[config.mk]
export PLATFORM = sky130hd
export DESIGN_NAME = base64_stream_decoder
export DESIGN_NICKNAME = d
export VERILOG_FILES = /design/src/design/b64d_pkg.sv /design/src/design/b64d_front.sv /design/src/design/b64d_queue.sv /design/src/design/b64d_back.sv /design/src/design/base64_stream_decoder.sv
export SDC_FILE = /design/constraint.sdc
export NUM_CORES = 1
export LEC_CHECK = 0
export BUFFER_PORTS_ARGS = -buffer_cell sky130_fd_sc_hd__clkbuf_2
export CORE_MARGIN = 2
export CORE_UTILIZATION = 55
export CTS_CLUSTER_SIZE = 10
export DETAILED_ROUTE_END_ITERATION = 10
export PLACE_DENSITY = 0.75
export SLEW_MARGIN = 20
export SYNTH_ARGS = -nofsm -noshare
export SYNTH_HDL_FRONTEND = slang
export SYNTH_SLANG_ARGS = --single-unit
[constraint.sdc]
create_clock -name clk -period 5.3 [get_ports clk]
set_input_delay 1.06 -clock clk [delete_from_list [all_inputs] [get_ports clk]]
set_output_delay 1.06 -clock clk [all_outputs]
set_load 0.005 [all_outputs]
[src/design/b64d_pkg.sv]
// shared types and constants for the base64 stream decoder
`default_nettype none

package b64d_pkg;

  typedef enum logic [1:0] {
    MODE_RUNNING = 2'd0,
    MODE_STOPPED = 2'd1,
    MODE_FAILED  = 2'd2
  } mode_t;

  localparam logic [1:0] KIND_BYTE = 2'd0;
  localparam logic [1:0] KIND_OK   = 2'd1;
  localparam logic [1:0] KIND_BAD  = 2'd2;

  typedef enum logic [1:0] {
    CLS_DATA  = 2'd0,
    CLS_BLANK = 2'd1,
    CLS_PAD   = 2'd2,
    CLS_BAD   = 2'd3
  } cls_t;

  typedef struct packed {
    cls_t       cls;
    logic [5:0] sextet;
    logic       last;
  } entry_t;

  typedef enum logic {
    PH_FIRST = 1'b0,
    PH_END   = 1'b1
  } phase_t;

  typedef struct packed {
    logic       emit;
    logic [1:0] kind;
    logic [7:0] data;
    logic       last;
    logic       pop;
    logic       update;
    logic       clear;
  } action_t;

endpackage

`default_nettype wire

[src/design/b64d_front.sv]
// front end: takes characters and classifies them into queue entries
`default_nettype none

module b64d_front (
  input  wire logic            s_tvalid,
  output logic                 s_tready,
  input  wire logic [7:0]      s_tdata,
  input  wire logic            s_tlast,
  input  wire logic            q_full,
  output logic                 push,
  output b64d_pkg::entry_t     entry
);
  import b64d_pkg::*;

  always_comb begin
    entry.last   = s_tlast;
    entry.sextet = 6'd0;
    entry.cls    = CLS_BAD;
    if (s_tdata >= 8'h41 && s_tdata <= 8'h5A) begin
      entry.cls    = CLS_DATA;
      entry.sextet = 6'(s_tdata - 8'h41);
    end else if (s_tdata >= 8'h61 && s_tdata <= 8'h7A) begin
      entry.cls    = CLS_DATA;
      entry.sextet = 6'(s_tdata - 8'h61 + 8'd26);
    end else if (s_tdata >= 8'h30 && s_tdata <= 8'h39) begin
      entry.cls    = CLS_DATA;
      entry.sextet = 6'(s_tdata - 8'h30 + 8'd52);
    end else if (s_tdata == 8'h2B) begin
      entry.cls    = CLS_DATA;
      entry.sextet = 6'd62;
    end else if (s_tdata == 8'h2F) begin
      entry.cls    = CLS_DATA;
      entry.sextet = 6'd63;
    end else if (s_tdata == 8'h3D) begin
      entry.cls = CLS_PAD;
    end else if (s_tdata == 8'h20 || (s_tdata >= 8'h09 && s_tdata <= 8'h0D)) begin
      entry.cls = CLS_BLANK;
    end
  end

  assign s_tready = !q_full;
  assign push     = s_tvalid && !q_full;

endmodule

`default_nettype wire

[src/design/b64d_queue.sv]
// two-entry queue between front and back
`default_nettype none

module b64d_queue (
  input  wire logic             clk,
  input  wire logic             rst,
  input  wire logic             push,
  input  wire b64d_pkg::entry_t push_entry,
  output logic                  full,
  input  wire logic             pop,
  output logic                  head_valid,
  output b64d_pkg::entry_t      head
);
  import b64d_pkg::*;

  entry_t     slots [2];
  logic       wr_ptr;
  logic       rd_ptr;
  logic [1:0] count;

  assign full       = count[1];
  assign head_valid = (count != 2'd0);
  assign head       = slots[rd_ptr];

  always_ff @(posedge clk) begin
    if (push) begin
      slots[wr_ptr] <= push_entry;
    end
  end

  always_ff @(posedge clk) begin
    if (rst) begin
      wr_ptr <= 1'b0;
      rd_ptr <= 1'b0;
      count  <= 2'd0;
    end else begin
      if (push) begin
        wr_ptr <= !wr_ptr;
      end
      if (pop) begin
        rd_ptr <= !rd_ptr;
      end
      case ({push, pop})
        2'b10:   count <= count + 2'd1;
        2'b01:   count <= count - 2'd1;
        default: count <= count;
      endcase
    end
  end

endmodule

`default_nettype wire

[src/design/b64d_back.sv]
// back end: decode state, byte assembly and result register
`default_nettype none

module b64d_back (
  input  wire logic             clk,
  input  wire logic             rst,
  input  wire logic             head_valid,
  input  wire b64d_pkg::entry_t head,
  output logic                  pop,
  output logic                  m_tvalid,
  input  wire logic             m_tready,
  output logic [7:0]            m_tdata,
  output logic [1:0]            m_tuser,
  output logic                  m_tlast
);
  import b64d_pkg::*;

  mode_t      mode;
  logic [5:0] residue;
  logic [1:0] pairs;
  phase_t     phase;
  phase_t     phase_next;

  mode_t      mode_next;
  logic [5:0] residue_next;
  logic [1:0] pairs_next;
  logic [7:0] step_byte;
  logic       data_ok;
  logic       has_byte;
  logic       out_free;
  logic       go;
  action_t    act;

  // residue assembly
  always_comb begin
    step_byte    = 8'd0;
    residue_next = 6'd0;
    pairs_next   = 2'd0;
    case (pairs)
      2'd0: begin
        residue_next = head.sextet;
        pairs_next   = 2'd3;
      end
      2'd1: begin
        step_byte  = {residue[1:0], head.sextet};
        pairs_next = 2'd0;
      end
      2'd2: begin
        step_byte    = {residue[3:0], head.sextet[5:2]};
        residue_next = {4'd0, head.sextet[1:0]};
        pairs_next   = 2'd1;
      end
      2'd3: begin
        step_byte    = {residue[5:0], head.sextet[5:4]};
        residue_next = {2'd0, head.sextet[3:0]};
        pairs_next   = 2'd2;
      end
      default: begin
        step_byte    = 8'd0;
        residue_next = 6'd0;
        pairs_next   = 2'd0;
      end
    endcase
  end

  always_comb begin
    mode_next = mode;
    if (mode == MODE_RUNNING) begin
      case (head.cls)
        CLS_PAD: mode_next = MODE_STOPPED;
        CLS_BAD: mode_next = MODE_FAILED;
        default: mode_next = MODE_RUNNING;
      endcase
    end
  end

  assign data_ok  = (head.cls == CLS_DATA) && (mode == MODE_RUNNING);
  assign has_byte = data_ok && (pairs != 2'd0);

  // actions for the head request
  always_comb begin
    act = '0;
    case (phase)
      PH_END: begin
        act.emit  = 1'b1;
        act.kind  = KIND_OK;
        act.last  = 1'b1;
        act.pop   = 1'b1;
        act.clear = 1'b1;
      end
      PH_FIRST: begin
        if (has_byte) begin
          act.emit   = 1'b1;
          act.kind   = KIND_BYTE;
          act.data   = step_byte;
          act.last   = !head.last;
          act.pop    = !head.last;
          act.update = !head.last;
        end else if (head.last) begin
          act.emit  = 1'b1;
          act.kind  = (mode_next == MODE_RUNNING || mode_next == MODE_STOPPED) ?
                      KIND_OK : KIND_BAD;
          act.last  = 1'b1;
          act.pop   = 1'b1;
          act.clear = 1'b1;
        end else begin
          act.pop    = 1'b1;
          act.update = 1'b1;
        end
      end
      default: act = '0;
    endcase
  end

  assign out_free = !m_tvalid || m_tready;
  assign go       = head_valid && (!act.emit || out_free);
  assign pop      = go && act.pop;

  always_comb begin
    phase_next = phase;
    case (phase)
      PH_FIRST: if (go && has_byte && head.last) phase_next = PH_END;
      PH_END:   if (go) phase_next = PH_FIRST;
      default:  phase_next = PH_FIRST;
    endcase
  end

  always_ff @(posedge clk) begin
    if (rst) begin
      phase   <= PH_FIRST;
      mode    <= MODE_RUNNING;
      residue <= 6'd0;
      pairs   <= 2'd0;
    end else begin
      phase <= phase_next;
      if (go && act.clear) begin
        mode    <= MODE_RUNNING;
        residue <= 6'd0;
        pairs   <= 2'd0;
      end else if (go && act.update) begin
        mode <= mode_next;
        if (data_ok) begin
          residue <= residue_next;
          pairs   <= pairs_next;
        end
      end
    end
  end

  always_ff @(posedge clk) begin
    if (rst) begin
      m_tvalid <= 1'b0;
    end else if (go && act.emit) begin
      m_tvalid <= 1'b1;
    end else if (m_tready) begin
      m_tvalid <= 1'b0;
    end
  end

  always_ff @(posedge clk) begin
    if (go && act.emit) begin
      m_tdata <= act.data;
      m_tuser <= act.kind;
      m_tlast <= act.last;
    end
  end

endmodule

`default_nettype wire

[src/design/base64_stream_decoder.sv]
// top level of the base64 stream decoder
//
// channel  dir  tdata              tuser     tlast
// s_*      in   [7:0] char_code    -         end_of_text
// m_*      out  [7:0] byte_out     [1:0] kind run_last
//
// one character request per cycle while the queue has room; a character that
// yields a byte and ends the text gives two results, limited by the single output
// register; the front classifies in the accept cycle, the back decodes one queue
// entry per cycle if the output is free; results are registered off the queue head
// reset is synchronous and clears queue, decode state and output valid
// a stalled output fills the two-entry queue before s_tready drops
`default_nettype none

module base64_stream_decoder (
  input  wire logic       clk,
  input  wire logic       rst,
  input  wire logic       s_tvalid,
  output logic            s_tready,
  input  wire logic [7:0] s_tdata,   // [7:0] char_code
  input  wire logic       s_tlast,
  output logic            m_tvalid,
  input  wire logic       m_tready,
  output logic [7:0]      m_tdata,   // [7:0] byte_out
  output logic [1:0]      m_tuser,   // [1:0] kind
  output logic            m_tlast
);
  import b64d_pkg::*;

  entry_t push_entry;
  entry_t head;
  logic   push;
  logic   q_full;
  logic   head_valid;
  logic   pop;

  b64d_front u_front (
    .s_tvalid (s_tvalid),
    .s_tready (s_tready),
    .s_tdata  (s_tdata),
    .s_tlast  (s_tlast),
    .q_full   (q_full),
    .push     (push),
    .entry    (push_entry)
  );

  b64d_queue u_queue (
    .clk        (clk),
    .rst        (rst),
    .push       (push),
    .push_entry (push_entry),
    .full       (q_full),
    .pop        (pop),
    .head_valid (head_valid),
    .head       (head)
  );

  b64d_back u_back (
    .clk        (clk),
    .rst        (rst),
    .head_valid (head_valid),
    .head       (head),
    .pop        (pop),
    .m_tvalid   (m_tvalid),
    .m_tready   (m_tready),
    .m_tdata    (m_tdata),
    .m_tuser    (m_tuser),
    .m_tlast    (m_tlast)
  );

endmodule

`default_nettype wire

# == Word-level counts from Yosys, hierarchy flattened ==
# Memories as Yosys holds them, arrays and structs flattened. A register that Yosys moved wholly into a read port is not among the register bits.
# Index checks and enable logic that the tools add are counted.
# W data, S select, Z words.
# word_totals
register_bits,27
wordCells,110
output_inout_bits,13
mem_bits_ro,0
memories,1
latchBits,0
input_bits,13
ramBits,18
# op_classes
order_cmp,8
n_reduce_logical,35
n_div,0
n_addsub,7
mul,0
n_mux,34
n_eq_ne,12
n_shift,0
bitwise_logic,2
# mem_list
memory,words,word_bits,rd,rd_clocked_by_memory_dff,wr,line_no,text
u_queue.slots,2,9,1,1,1,b64d_queue.sv:16,entry_t slots [2];
# op_table
operator,count
$eq A8 B6 Y1 const B,4
$mux W8,4
$pmux W8 S3,1
$pmux W6 S3,1
$ge A8 B7 Y1 const B,2
$le A8 B7 Y1 const B,2
$logic_and A1 B1 Y1,14
$mux W1,12
$pmux W2 S2,3
$sub A6 B6 Y6 const B,2
$eq A2 B2 Y1 const B,5
$mux W2,5
$mux W3,3
$ge A8 B4 Y1 const B,1
$ge A8 B6 Y1 const B,1
$le A8 B4 Y1 const B,1
$le A8 B6 Y1 const B,1
$logic_not A2 Y1,4
$pmux W2 S4,1
$reduce_bool A2 Y1,4
$add A6 B5 Y6 const B,1
$add A6 B6 Y6 const B,1
$eq A2 B1 Y1 const B,3
$logic_not A1 Y1,6
other kinds (10),16

# == Logic depth before layout (Yosys ltp) ==
# Gate-level depths: netlist of run 1.
# depth
word_depth,16
ltp_mapped,12
mapped_depth_nobuf,11

# == Hierarchy ==
# From an unflattened synthesis of run 1, not the netlist that was laid out.
# hier_totals
cells_unflattened,251
area_unflattened_um2,2665.1
# modules_own_cells
module,cells_per_inst,area_per_inst_um2,n_inst,seq_area_each_um2
b64d_back,113,1172.4,1,570.5
b64d_queue,49,845.8,1,640.6
b64d_front,89,646.9,1,0.0

# == Worst setup path after synthesis of run 1 ==
# No wires, ideal clock.
# synth_timing
kind,flip-flop to flip-flop
from,reg (tool-made name)
to,reg u_queue.count[1]
slack_ns,2.498
setup_time_ns,0.070
n_path_buf,1
stages_incl_launch_ff,12
required_ns,5.230
t_arrival_ns,2.732
synth_period_minus_slack_ns,2.802
path_cell_list,dfxtp_1 -> buf_6 -> mux2_4 -> nor4_4 -> nand2b_2 -> ha_1 -> nor2b_1 -> o21ai_1 -> a21oi_1 -> ha_1 -> or3_1 -> a21oi_1
# synth_lines
item,line_no,text
end signal: assignment,b64d_queue.sv:44,2'b10: count <= count + 2'd1;
end signal: assignment,b64d_queue.sv:45,2'b01: count <= count - 2'd1;
end signal: assignment,b64d_queue.sv:46,default: count <= count;
end: declaration,b64d_queue.sv:19,logic [1:0] count;

==> results of run 1 <==
-- layout by cell type (no fill, tap or decap), types with 3 or more instances in the layout --
cell type and instances:
sky130_fd_sc_hd__clkbuf_8 5, sky130_fd_sc_hd__a22oi_1 3, sky130_fd_sc_hd__o21ai_0 7, sky130_fd_sc_hd__nor3_1 5, sky130_fd_sc_hd__and3_1 4, sky130_fd_sc_hd__a21oi_1 17, sky130_fd_sc_hd__xor2_1 4, sky130_fd_sc_hd__a31oi_1 4
sky130_fd_sc_hd__ha_1 19, sky130_fd_sc_hd__dfxtp_1 17, sky130_fd_sc_hd__clkbuf_2 25, sky130_fd_sc_hd__nand2b_1 7, sky130_fd_sc_hd__a222oi_1 8, sky130_fd_sc_hd__mux2i_1 3, sky130_fd_sc_hd__nor3b_1 3, sky130_fd_sc_hd__mux2_2 7
sky130_fd_sc_hd__or3_1 3, sky130_fd_sc_hd__nand3_1 6, sky130_fd_sc_hd__nor2_1 23, sky130_fd_sc_hd__edfxtp_1 29, sky130_fd_sc_hd__nand2_1 18, sky130_fd_sc_hd__xnor2_1 3, sky130_fd_sc_hd__inv_1 15, sky130_fd_sc_hd__or2_2 3
-- registers in the layout, summed over array words and instances, names as in the netlist, named ones only --
register and count:
u_back.residue 6, u_queue.rd_ptr 1, u_back.m_tlast 1, u_back.m_tdata 8, u_back.phase 1, u_queue.wr_ptr 1
u_queue.count 2, u_queue.slots 18, u_back.m_tvalid 1, u_back.mode 2, u_back.m_tuser 2, u_back.pairs 2
-- path summary, 6_finish.rpt --
check                                      start  depth (start not counted)  slack, ns                        endpoint
setup / recovery                       flip-flop                         10       2.11   u_queue.count[1]$_SDFFE_PP0P_
hold / removal    u_back.residue[4]$_SDFFE_PP0P_                          2       0.46  u_back.residue[4]$_SDFFE_PP0P_
setup reg to reg                       flip-flop                         10       2.11   u_queue.count[1]$_SDFFE_PP0P_
hold reg to reg   u_back.residue[4]$_SDFFE_PP0P_                          2       0.46  u_back.residue[4]$_SDFFE_PP0P_
-- through the flow --
stage	instance area (um^2)	power, mW	cells	hold slack, ns
2_1_floorplan	2580	0.704	249	0.432
3_3_place_gp	2730	0.773	317	0.447
3_5_place_dp	2730	0.778	317	0.456
4_1_cts	2840	1.03	325	0.468
5_1_grt	2840	1.08	325	0.483
6_report	2840	1.02	325	0.465
-- cells in the mapped netlist (3+ instances only) --
cell	instances
sky130_fd_sc_hd__nor3_1	5
sky130_fd_sc_hd__nand2_1	18
sky130_fd_sc_hd__inv_1	15
sky130_fd_sc_hd__or3_1	3
sky130_fd_sc_hd__and3_1	4
sky130_fd_sc_hd__o21ai_0	7
sky130_fd_sc_hd__a222oi_1	8
sky130_fd_sc_hd__mux2i_1	3
sky130_fd_sc_hd__xnor2_1	3
sky130_fd_sc_hd__nor3b_1	3
sky130_fd_sc_hd__or2_2	3
sky130_fd_sc_hd__nand3_1	6
sky130_fd_sc_hd__mux2_2	7
sky130_fd_sc_hd__edfxtp_1	29
sky130_fd_sc_hd__a21oi_1	17
sky130_fd_sc_hd__buf_1	3
sky130_fd_sc_hd__nor2_1	23
sky130_fd_sc_hd__dfxtp_1	17
sky130_fd_sc_hd__ha_1	19
sky130_fd_sc_hd__nand2b_1	7
sky130_fd_sc_hd__a31oi_1	4
sky130_fd_sc_hd__clkbuf_1	4
sky130_fd_sc_hd__xor2_1	4
sky130_fd_sc_hd__a22oi_1	3
-- worst reg2reg max path: cells and delay by family (launching register included) --
family / cells / cell delay (ns)
and+or+nand+nor: 4 / 1.03
muxes: 1 / 0.37
adders and majority gates: 2 / 0.56
DFF: 1 / 0.57
AOI/OAI and AO/OA: 3 / 0.61
-- area by class of cell --
class / count / area [um^2] / share of cell area
multi-input combinational: 179 / 1270 / 0.448
sequential: 46 / 1210 / 0.427
timing repair buffer: 25 / 125 / 0.0441
clock buffer: 5 / 68.8 / 0.0242
tap: 52 / 65.1 / 0.0229
inverter: 15 / 56.3 / 0.0198
clock inverter: 3 / 40.0 / 0.0141
-- cell families after synthesis --
| kind of cell | after synthesis | share of synthesized area |
|---|---|---|
| xor gates and xnor gates | 7 | 0.0237 |
| buffers and inverters | 24 | 0.0383 |
| AOI/OAI and AO/OA | 54 | 0.143 |
| and+or+nand+nor | 88 | 0.186 |
| muxes | 11 | 0.0480 |
| adders and majority gates | 19 | 0.0921 |
| DFF | 46 | 0.469 |
-- power breakdown --
| group | internal [mW] | switching (mW) |
|---|---|---|
| clock network | 0.139 | 0.112 |
| registers | 0.461 | 0.0327 |
| logic | 0.118 | 0.158 |
-- per-layer routing --
metal | vias up | global-route usage | wire length, um
met5 | - | 0 | 0
met4 | 0 | 0.119 | 142
met3 | 15 | 0.0347 | 184
met2 | 61 | 0.330 | 2260
met1 | 881 | 0.228 | 2050
li1 | 970 | - | -
==> Implementation_results.wiki, run 1 <==
{| class="wikitable"
! Metric !! Value
|-
| Clock-pin slew of the registers on the worst-case setup and hold paths || 0.08 ns
|-
| Final count of pins violating max slew || 0
|-
| Via count of the first global-routing pass || 1799
|-
| Die area || 0.00526 mm^2
|-
| Core footprint || 0.00444 mm^2
|-
| Die H || 72.5 um
|-
| N_diodes || 0
|-
| Total vias in the final route || 1927
|-
| Total number of clock tree sinks || 46
|-
| Total overflow reported by the global router || 0
|-
| FILL cells || 365
|-
| Die span in x || 72.5 um
|-
| Setup repair after global routing missed its margin || false
|-
| Post-synth cell types || 49
|-
| Min cycle time layout || 3.19 ns
|-
| Starting density of the core || 0.581
|-
| Final Hold Vio Count || 0
|-
| Share of the yosys chip area belonging to registers || 0.469
|-
| Pin count of the biggest net entering global routing || 15
|-
| Number of rows in the core area || 24
|-
| Antenna violations before repair || 0
|-
| Result of the run || completed
|-
| Utilization of the core after routing || 0.639
|-
| Hold buffer count at CTS || 0
|-
| Crit Path Max Fanout || 9
|-
| GRT Resource Usage Total || 0.195
|-
| Path type of the worst setup path || reg2reg
|-
| Detailed Route WL || 4.64 mm
|-
| Routability cong. || 0.888
|-
| Fin worst setup slack || 2.11 ns
|-
| HPWL reported at the end of detailed placement || 3.47 mm
|-
| CTS root buf || sky130_fd_sc_hd__clkbuf_8
|-
| Count of antenna-violating nets left after detailed routing || 0
|-
| Number of instances in the synthesized netlist || 249
|-
| Relative slew slack || 0.425
|-
| TNS Setup || 0 ns
|-
| Boundary pin count || 26
|-
| Crit path buffers/inverters || 0
|-
| Worst-skew pair later-pin latency || 0.30 ns
|-
| Post-synth top area share || 0.337
|-
| Number of failing setup endpoints in the final timing report || 0
|-
| Drt pass-1 iters || 8
|-
| Startpoint types || flip-flop
|-
| Level count of the clock H-tree || 2
|-
| Transition at the pin with the smallest max-transition slack || 0.860 ns
|-
| Worst voltage drop across the vdd grid || 142 uV
|-
| Power density cells || 360 mW/mm^2
|-
| Resize count post-CTS || 0
|-
| Ordered list of cells on the worst path || mux2_4 > nor4_4 > nand2b_2 > ha_1 > nor2b_1 > o21ai_1 > a21oi_1 > ha_1 > or3_1 > a21oi_1
|-
| Final period utilization || 0.602
|-
| Drt drc || 0
|-
| Crit-path max cell delay || 0.57 ns
|-
| Most instantiated flip-flop cell in the synthesis netlist || sky130_fd_sc_hd__edfxtp_1
|-
| Count of buffers from port buffering || 25
|-
| Global-route wire length before repair || 7.97 mm
|-
| Worst slack after detailed placement || 2.14 ns
|-
| Postcts setup bufs || 0
|-
| YS warnings || 0
|-
| Maximum Capacitance Violations || 0
|-
| Nature of the critical path endpoint || flip-flop
|-
| Mapped cell area || 0.00258 mm^2
|-
| Post-synth ARST share || 0
|-
| Required time of the critical path || 5.54 ns
|-
| CTS Buf Count || 5
|-
| Number of buffers on the longest clock path || 2
|-
| Leakage component of the power || 1.09 nW
|-
| Synthesized area divided by synthesized cell count || 10.4 um^2
|-
| P&R area growth vs syn || 9.93%
|-
| Kind of cell adding the most delay to the critical path || simple AND/OR/NAND/NOR gates
|-
| Post-layout nets || 304
|-
| Crit path max-delay cell type || sky130_fd_sc_hd__dfxtp_1
|-
| Fraction of layout cells with a size suffix above 1 || 0.179
|-
| Synthesized net count || 281
|-
| Worst clock skew || 0.00806 ns
|-
| Drt first-iter violations || 236
|-
| Flops & latches, synth || 46
|-
| Fmax achieved || 313 MHz
|-
| Hold WC Path Type || reg2reg
|-
| Most area-hungry cell type in the Yosys netlist || sky130_fd_sc_hd__edfxtp_1
|-
| Wire length per cell || 14.3 um
|-
| Largest cells by area after synthesis || sky130_fd_sc_hd__edfxtp_1, sky130_fd_sc_hd__dfxtp_1, sky130_fd_sc_hd__ha_1
|-
| CTS tree || built
|-
| Number of enable flip-flop cells after synthesis || 29
|-
| Data arrival, critical path || 3.43 ns
|-
| Vias/cell || 5.93
|}
Power figures use the tool's default switching activity.
==> run 2: changes to the inputs <==
==> constraint.sdc (replaced) <==
create_clock -name clk -period 3.3 [get_ports clk]
set_input_delay 0.66 -clock clk [delete_from_list [all_inputs] [get_ports clk]]
set_output_delay 0.66 -clock clk [all_outputs]
set_load 0.005 [all_outputs]
==> run 2 against run 1 <==
  * Core utilization up 0.45 points
  * Setup slack worse by 1.7 ns
  * Via count rose by 2.1%
  * Design area rose by 0.71%
  * Combinational power grew 72%
  * Fmax increased by 11%
  * Wire length grew 3.8%
  * Sequential power is 59% higher
  * Clock skew is 0.0013 ns lower
  * Critical endpoint unchanged
  * Largest power group unchanged
  * Highest routed layer unchanged
==> Implementation_results.wiki, run 2 (synthesized netlist as in run 1, its figures left out) <==
{| class="wikitable"
! Metric !! Value
|-
| Leakage component of the power || 1.09 nW
|-
| Crit path capture || u_queue.count[1]$_SDFFE_PP0P_
|-
| Pin count of the biggest net entering global routing || 16
|-
| Required time of the critical path || 3.54 ns
|-
| N_diodes || 0
|-
| Worst slack after detailed placement || 0.435 ns
|-
| Number of flip-flops in the largest register || 18
|-
| P&R area growth vs syn || 10.7%
|-
| Fraction of layout cells with a size suffix above 1 || 0.185
|-
| TNS Setup || 0 ns
|-
| Result of the run || completed
|-
| Top reg by flops || u_queue.slots
|-
| Total overflow reported by the global router || 0
|-
| Count of buffers from port buffering || 25
|-
| Drt drc || 0
|-
| Min cycle time layout || 2.86 ns
|-
| Hold buffer count at CTS || 0
|-
| Nature of the critical path endpoint || flip-flop
|-
| Clock Power Share || 0.247
|-
| R2R setup slack || 0.44 ns
|-
| Worst voltage drop across the vdd grid || 199 uV
|-
| Resize count post-CTS || 0
|-
| Logic depth of the worst register-to-register path || 10
|-
| Number of failing setup endpoints in the final timing report || 0
|-
| Total placed instance area || 0.00275 mm^2
|-
| Hold WC Path Type || reg2reg
|-
| Drt first-iter violations || 145
|-
| Worst-skew pair later-pin latency || 0.30 ns
|-
| Fmax achieved || 349 MHz
|-
| Detailed Route WL || 4.81 mm
|-
| Total vias in the final route || 1967
|-
| Reg2reg end || u_queue.count[1]$_SDFFE_PP0P_
|-
| Via count of the first global-routing pass || 1832
|-
| Routability cong. || 0.905
|-
| Sequential share of power || 0.469
|-
| Most frequent cells in the layout || sky130_fd_sc_hd__edfxtp_1, sky130_fd_sc_hd__clkbuf_2, sky130_fd_sc_hd__nor2_1
|-
| Pwr Total || 1.68 mW
|-
| Starting density of the core || 0.581
|-
| Post-layout nets || 306
|-
| Final period utilization || 0.868
|-
| Postcts setup bufs || 0
|-
| Boundary pin count || 26
|-
| Wire length per cell || 14.7 um
|-
| Part of the power in combinational logic || 0.284
|-
| Filler-free cell count of the finished design || 327
|-
| Die area || 0.00526 mm^2
|-
| Path type of the worst setup path || reg2reg
|-
| Transition at the pin with the smallest max-transition slack || 0.852 ns
|-
| Fin area || 0.00286 mm^2
|-
| Crit Path Max Fanout || 6
|-
| P_sw || 508 uW
|-
| Data arrival, critical path || 3.10 ns
|-
| Placed Cells || 319
|-
| Die H || 72.5 um
|-
| Drt pass-1 iters || 7
|-
| CTS root buf || sky130_fd_sc_hd__clkbuf_8
|-
| Internal power || 1.17 mW
|-
| Startpoint types || flip-flop
|-
| Maximum Capacitance Violations || 0
|-
| Relative slew slack || 0.431
|-
| Fin worst setup slack || 0.437 ns
|-
| Antenna violations before repair || 0
|-
| Level count of the clock H-tree || 2
|-
| Die span in x || 72.5 um
|-
| Number of buffers on the longest clock path || 2
|-
| Final Hold Vio Count || 0
|-
| Power density cells || 586 mW/mm^2
|-
| CTS Buf Count || 5
|-
| Switching share of power || 0.303
|-
| Core footprint || 0.00444 mm^2
|-
| Worst clock skew || 0.00679 ns
|-
| GRT Resource Usage Total || 0.194
|-
| HPWL reported at the end of detailed placement || 3.57 mm
|-
| Largest registers || u_queue.slots (18), u_back.m_tdata (8), u_back.residue (6)
|-
| CTS tree || built
|-
| Vias/cell || 6.02
|-
| Clock-pin slew of the registers on the worst-case setup and hold paths || 0.09 ns
|-
| Final count of pins violating max slew || 0
|-
| Global-route wire length before repair || 8.02 mm
|-
| Count of antenna-violating nets left after detailed routing || 0
|-
| Total number of clock tree sinks || 46
|-
| Number of rows in the core area || 24
|-
| Setup repair after global routing missed its margin || false
|-
| Commonest non-fill, non-tap cell in the layout || sky130_fd_sc_hd__edfxtp_1
|}
==> run 2: critical path, cell delays in order, from the launching register on <==
cell and delay, ns:
sky130_fd_sc_hd__dfxtp_1 0.45, sky130_fd_sc_hd__mux2_4 0.35, sky130_fd_sc_hd__nor4_4 0.32, sky130_fd_sc_hd__nand2b_2 0.15, sky130_fd_sc_hd__ha_1 0.23, sky130_fd_sc_hd__nor2b_1 0.15
sky130_fd_sc_hd__o21ai_1 0.19, sky130_fd_sc_hd__a21oi_1 0.10, sky130_fd_sc_hd__ha_1 0.33, sky130_fd_sc_hd__or3_1 0.38, sky130_fd_sc_hd__a21oi_1 0.14
==> run 2: layer usage <==
layer,up-vias,wire [um],GRT usage
met2,60,2460,0.345
met5,-,0,0
li1,975,-,-
met1,924,2060,0.228
met4,0,82,0.0761
met3,8,205,0.0417
==> run 2: stage by stage <==
step                 util  hold WS [ns]
CTS                 0.643         0.459
global placement    0.618         0.444
finish              0.643         0.462
global route        0.643         0.472
detailed placement  0.618         0.448
floorplan               -         0.432
==> run 2: power by group through the flow <==
stage	clock network, mW	logic [mW]	registers (mW)
2_1_floorplan	0	0.338	0.793
3_5_place_dp	0	0.471	0.801
3_3_place_gp	0	0.461	0.797
5_1_grt	0.452	0.527	0.798
6_report	0.414	0.476	0.787
4_1_cts	0.420	0.476	0.788
==> run 2: how the worst min path moves through the flow <==
stage | from | end | slack (ns) | cells after the start
2_1_floorplan | u_back.residue[4]$_SDFFE_PP0P_ | u_back.residue[4]$_SDFFE_PP0P_ | 0.43 | 2
3_3_place_gp | u_back.residue[4]$_SDFFE_PP0P_ | u_back.residue[4]$_SDFFE_PP0P_ | 0.44 | 2
3_5_place_dp | u_back.residue[5]$_SDFFE_PP0P_ | u_back.residue[5]$_SDFFE_PP0P_ | 0.45 | 2
4_1_cts | u_back.residue[5]$_SDFFE_PP0P_ | u_back.residue[5]$_SDFFE_PP0P_ | 0.46 | 2
5_1_grt | u_back.residue[5]$_SDFFE_PP0P_ | u_back.residue[5]$_SDFFE_PP0P_ | 0.47 | 2
6_report | u_back.residue[5]$_SDFFE_PP0P_ | u_back.residue[5]$_SDFFE_PP0P_ | 0.46 | 2
==> run 2: final cells by class <==
| type | instances | area [um^2] |
|---|---|---|
| Fill cell | 361 | 1590 |
| Multi-Input combinational cell | 179 | 1270 |
| Clock buffer | 5 | 68.8 |
| Clock inverter | 3 | 45.0 |
| Inverter | 15 | 56.3 |
| Timing Repair Buffer | 27 | 140 |
| Tap cell | 52 | 65.1 |
| Sequential cell | 46 | 1210 |
==> run 3: changes to the inputs <==
--- a/config.mk
+++ b/config.mk
@@ -6,6 +6,7 @@
 export NUM_CORES = 1
 export LEC_CHECK = 0
 export BUFFER_PORTS_ARGS = -buffer_cell sky130_fd_sc_hd__clkbuf_2
+export CORE_ASPECT_RATIO = 0.75
 export CORE_MARGIN = 2
 export CORE_UTILIZATION = 55
 export CTS_CLUSTER_SIZE = 10
==> constraint.sdc (replaced) <==
create_clock -name clk -period 3.3 [get_ports clk]
set_input_delay 0 -clock clk [delete_from_list [all_inputs] [get_ports clk]]
set_output_delay 0 -clock clk [all_outputs]
set_load 0.005 [all_outputs]
==> run 3 against run 2 <==
  * Critical path depth is the same
  * Setup slack lost 0.023 ns
  * First-iteration DRC count grew 21%
  * Clock-buffer cell count grew 2
  * Sequential power is essentially flat
  * Core utilization shrank 0.28 points
  * Largest cell class unchanged
  * Global-route usage grew 0.69 points
  * Highest routed layer unchanged
  * Fmax shrank 0.80%
  * Sequential cell count is the same
  * Via count shrank 0.10%
  * Design area grew 0.66%
==> Implementation_results.wiki, run 3 (synthesized netlist as in run 1, its figures left out) <==
{| class="wikitable"
! Metric !! Value
|-
| Result of the run || completed
|-
| Leakage component of the power || 1.10 nW
|-
| Utilization of the core after routing || 0.640
|-
| Data arrival, critical path || 3.11 ns
|-
| P&R area growth vs syn || 11.4%
|-
| Worst voltage drop across the vdd grid || 412 uV
|-
| Hold slack final || 0.0965 ns
|-
| TNS Setup || 0 ns
|-
| GRT Resource Usage Total || 0.201
|-
| Post-layout nets || 308
|-
| Drt pass-1 iters || 5
|-
| Number of failing setup endpoints in the final timing report || 0
|-
| Fraction of layout cells with a size suffix above 1 || 0.177
|-
| Drt drc || 0
|-
| CTS tree || built
|-
| Required time of the critical path || 3.53 ns
|-
| Drt first-iter violations || 176
|-
| Hold buffer count at CTS || 2
|-
| Nature of the critical path endpoint || flip-flop
|-
| Power density cells || 583 mW/mm^2
|-
| Maximum Capacitance Violations || 0
|-
| Level count of the clock H-tree || 2
|-
| Count of antenna-violating nets left after detailed routing || 0
|-
| Largest registers || u_queue.slots (18), u_back.m_tdata (8), u_back.residue (6)
|-
| Starting density of the core || 0.575
|-
| Crit path buffers/inverters || 0
|-
| Crit Path Max Fanout || 6
|-
| Total vias in the final route || 1965
|-
| Core footprint || 0.00449 mm^2
|-
| Transition at the pin with the smallest max-transition slack || 0.910 ns
|-
| N_diodes || 0
|-
| Die area || 0.00527 mm^2
|-
| Hold WC Path Type || in2reg
|-
| Worst-skew pair later-pin latency || 0.30 ns
|-
| Vias/cell || 5.88
|-
| Antenna violations before repair || 0
|-
| Total number of clock tree sinks || 46
|-
| Pin count of the biggest net entering global routing || 15
|-
| Resize count post-CTS || 0
|-
| FILL cells || 369
|-
| Number of rows in the core area || 21
|-
| Fin worst setup slack || 0.414 ns
|-
| Boundary pin count || 26
|-
| Most frequent cells in the layout || sky130_fd_sc_hd__edfxtp_1, sky130_fd_sc_hd__clkbuf_2, sky130_fd_sc_hd__nor2_1
|-
| HPWL reported at the end of detailed placement || 3.74 mm
|-
| Die H || 63.3 um
|-
| Worst slack after detailed placement || 0.452 ns
|-
| Fmax achieved || 346 MHz
|-
| Kind of cell adding the most delay to the critical path || simple AND/OR/NAND/NOR gates
|-
| CTS root buf || sky130_fd_sc_hd__clkbuf_8
|-
| Relative slew slack || 0.391
|-
| Worst clock skew || 0.00933 ns
|-
| Count of buffers from port buffering || 25
|-
| Filler-free cell count of the finished design || 334
|-
| Pwr Total || 1.68 mW
|-
| Reg area || 0.00121 mm^2
|-
| Commonest non-fill, non-tap cell in the layout || sky130_fd_sc_hd__edfxtp_1
|-
| Top reg by flops || u_queue.slots
|-
| Min cycle time layout || 2.89 ns
|-
| Multi-input gate area || 0.00127 mm^2
|-
| Path type of the worst setup path || reg2reg
|-
| Startpoint types || flip-flop
|-
| Setup repair after global routing missed its margin || false
|-
| Wire length per cell || 15.1 um
|-
| Number of buffers on the longest clock path || 2
|-
| Routability cong. || 0.895
|-
| Postcts setup bufs || 0
|-
| Detailed Route WL || 5.03 mm
|-
| Placed Cells || 324
|-
| Total overflow reported by the global router || 0
|-
| Final period utilization || 0.875
|-
| Final Hold Vio Count || 0
|-
| Crit path max-delay cell type || sky130_fd_sc_hd__dfxtp_1
|-
| Final count of pins violating max slew || 0
|-
| Crit-path max cell delay || 0.44 ns
|-
| Ordered list of cells on the worst path || mux2_4 > nor4_4 > nand2b_2 > ha_1 > nor2b_1 > o21ai_1 > a21oi_1 > ha_1 > or3_1 > a21oi_1
|-
| CTS Buf Count || 5
|-
| Number of flip-flops in the largest register || 18
|-
| Global-route wire length before repair || 8.28 mm
|-
| Fin area || 0.00288 mm^2
|-
| Total placed instance area || 0.00275 mm^2
|-
| Via count of the first global-routing pass || 1777
|-
| Die span in x || 83.1 um
|-
| Clock-pin slew of the registers on the worst-case setup and hold paths || 0.08 ns
|}
[run 3: cell types whose count changed in the layout (fill, tap and decap cells not counted), sizes merged]
cell | before | now
clkbuf | 30 | 32
clkinvlp | 2 | 0
dlygate4sd3 | 0 | 2
[run 3: metal layers]
metal	routed length [um]	global-route usage	vias to the layer above
li1	-	-	982
met3	350	0.0577	4
met5	0	0	-
met2	2130	0.287	71
met1	2500	0.293	908
met4	57	0.0697	0
[run 3: path summary, 6_finish.rpt]
kind,startpoint,to,slack [ns],cells after the start
worst min register to register,u_back.residue[5]$_SDFFE_PP0P_,u_back.residue[5]$_SDFFE_PP0P_,0.46,2
worst max-delay path,flip-flop,u_queue.count[1]$_SDFFE_PP0P_,0.41,10
worst min-delay path,s_tvalid,u_queue.wr_ptr$_SDFFE_PP0P_,0.1,4
worst max register to register,flip-flop,u_queue.count[1]$_SDFFE_PP0P_,0.41,10
[run 3: cell type report]
class	count	share of cell area
multi-input combinational	179	0.442
sequential	46	0.421
timing repair buffer	29	0.0557
clock buffer	7	0.0265
tap	57	0.0248
inverter	15	0.0196
clock inverter	1	0.0104
[run 3: worst reg2reg max path, cell delays in order, from the launching register on]
cell                       delay (ns)
sky130_fd_sc_hd__dfxtp_1         0.44
sky130_fd_sc_hd__mux2_4          0.35
sky130_fd_sc_hd__nor4_4          0.33
sky130_fd_sc_hd__nand2b_2        0.15
sky130_fd_sc_hd__ha_1            0.24
sky130_fd_sc_hd__nor2b_1         0.17
sky130_fd_sc_hd__o21ai_1         0.19
sky130_fd_sc_hd__a21oi_1         0.09
sky130_fd_sc_hd__ha_1            0.33
sky130_fd_sc_hd__or3_1           0.37
sky130_fd_sc_hd__a21oi_1         0.15
[run 3: report_power, final]
part           total, mW  switching [mW]  leakage [nW]  internal (mW)
combinational      0.482           0.277         0.635          0.205
clock              0.407           0.180        0.0524          0.227
sequential         0.788          0.0472         0.412          0.741
total               1.68           0.504          1.10           1.17
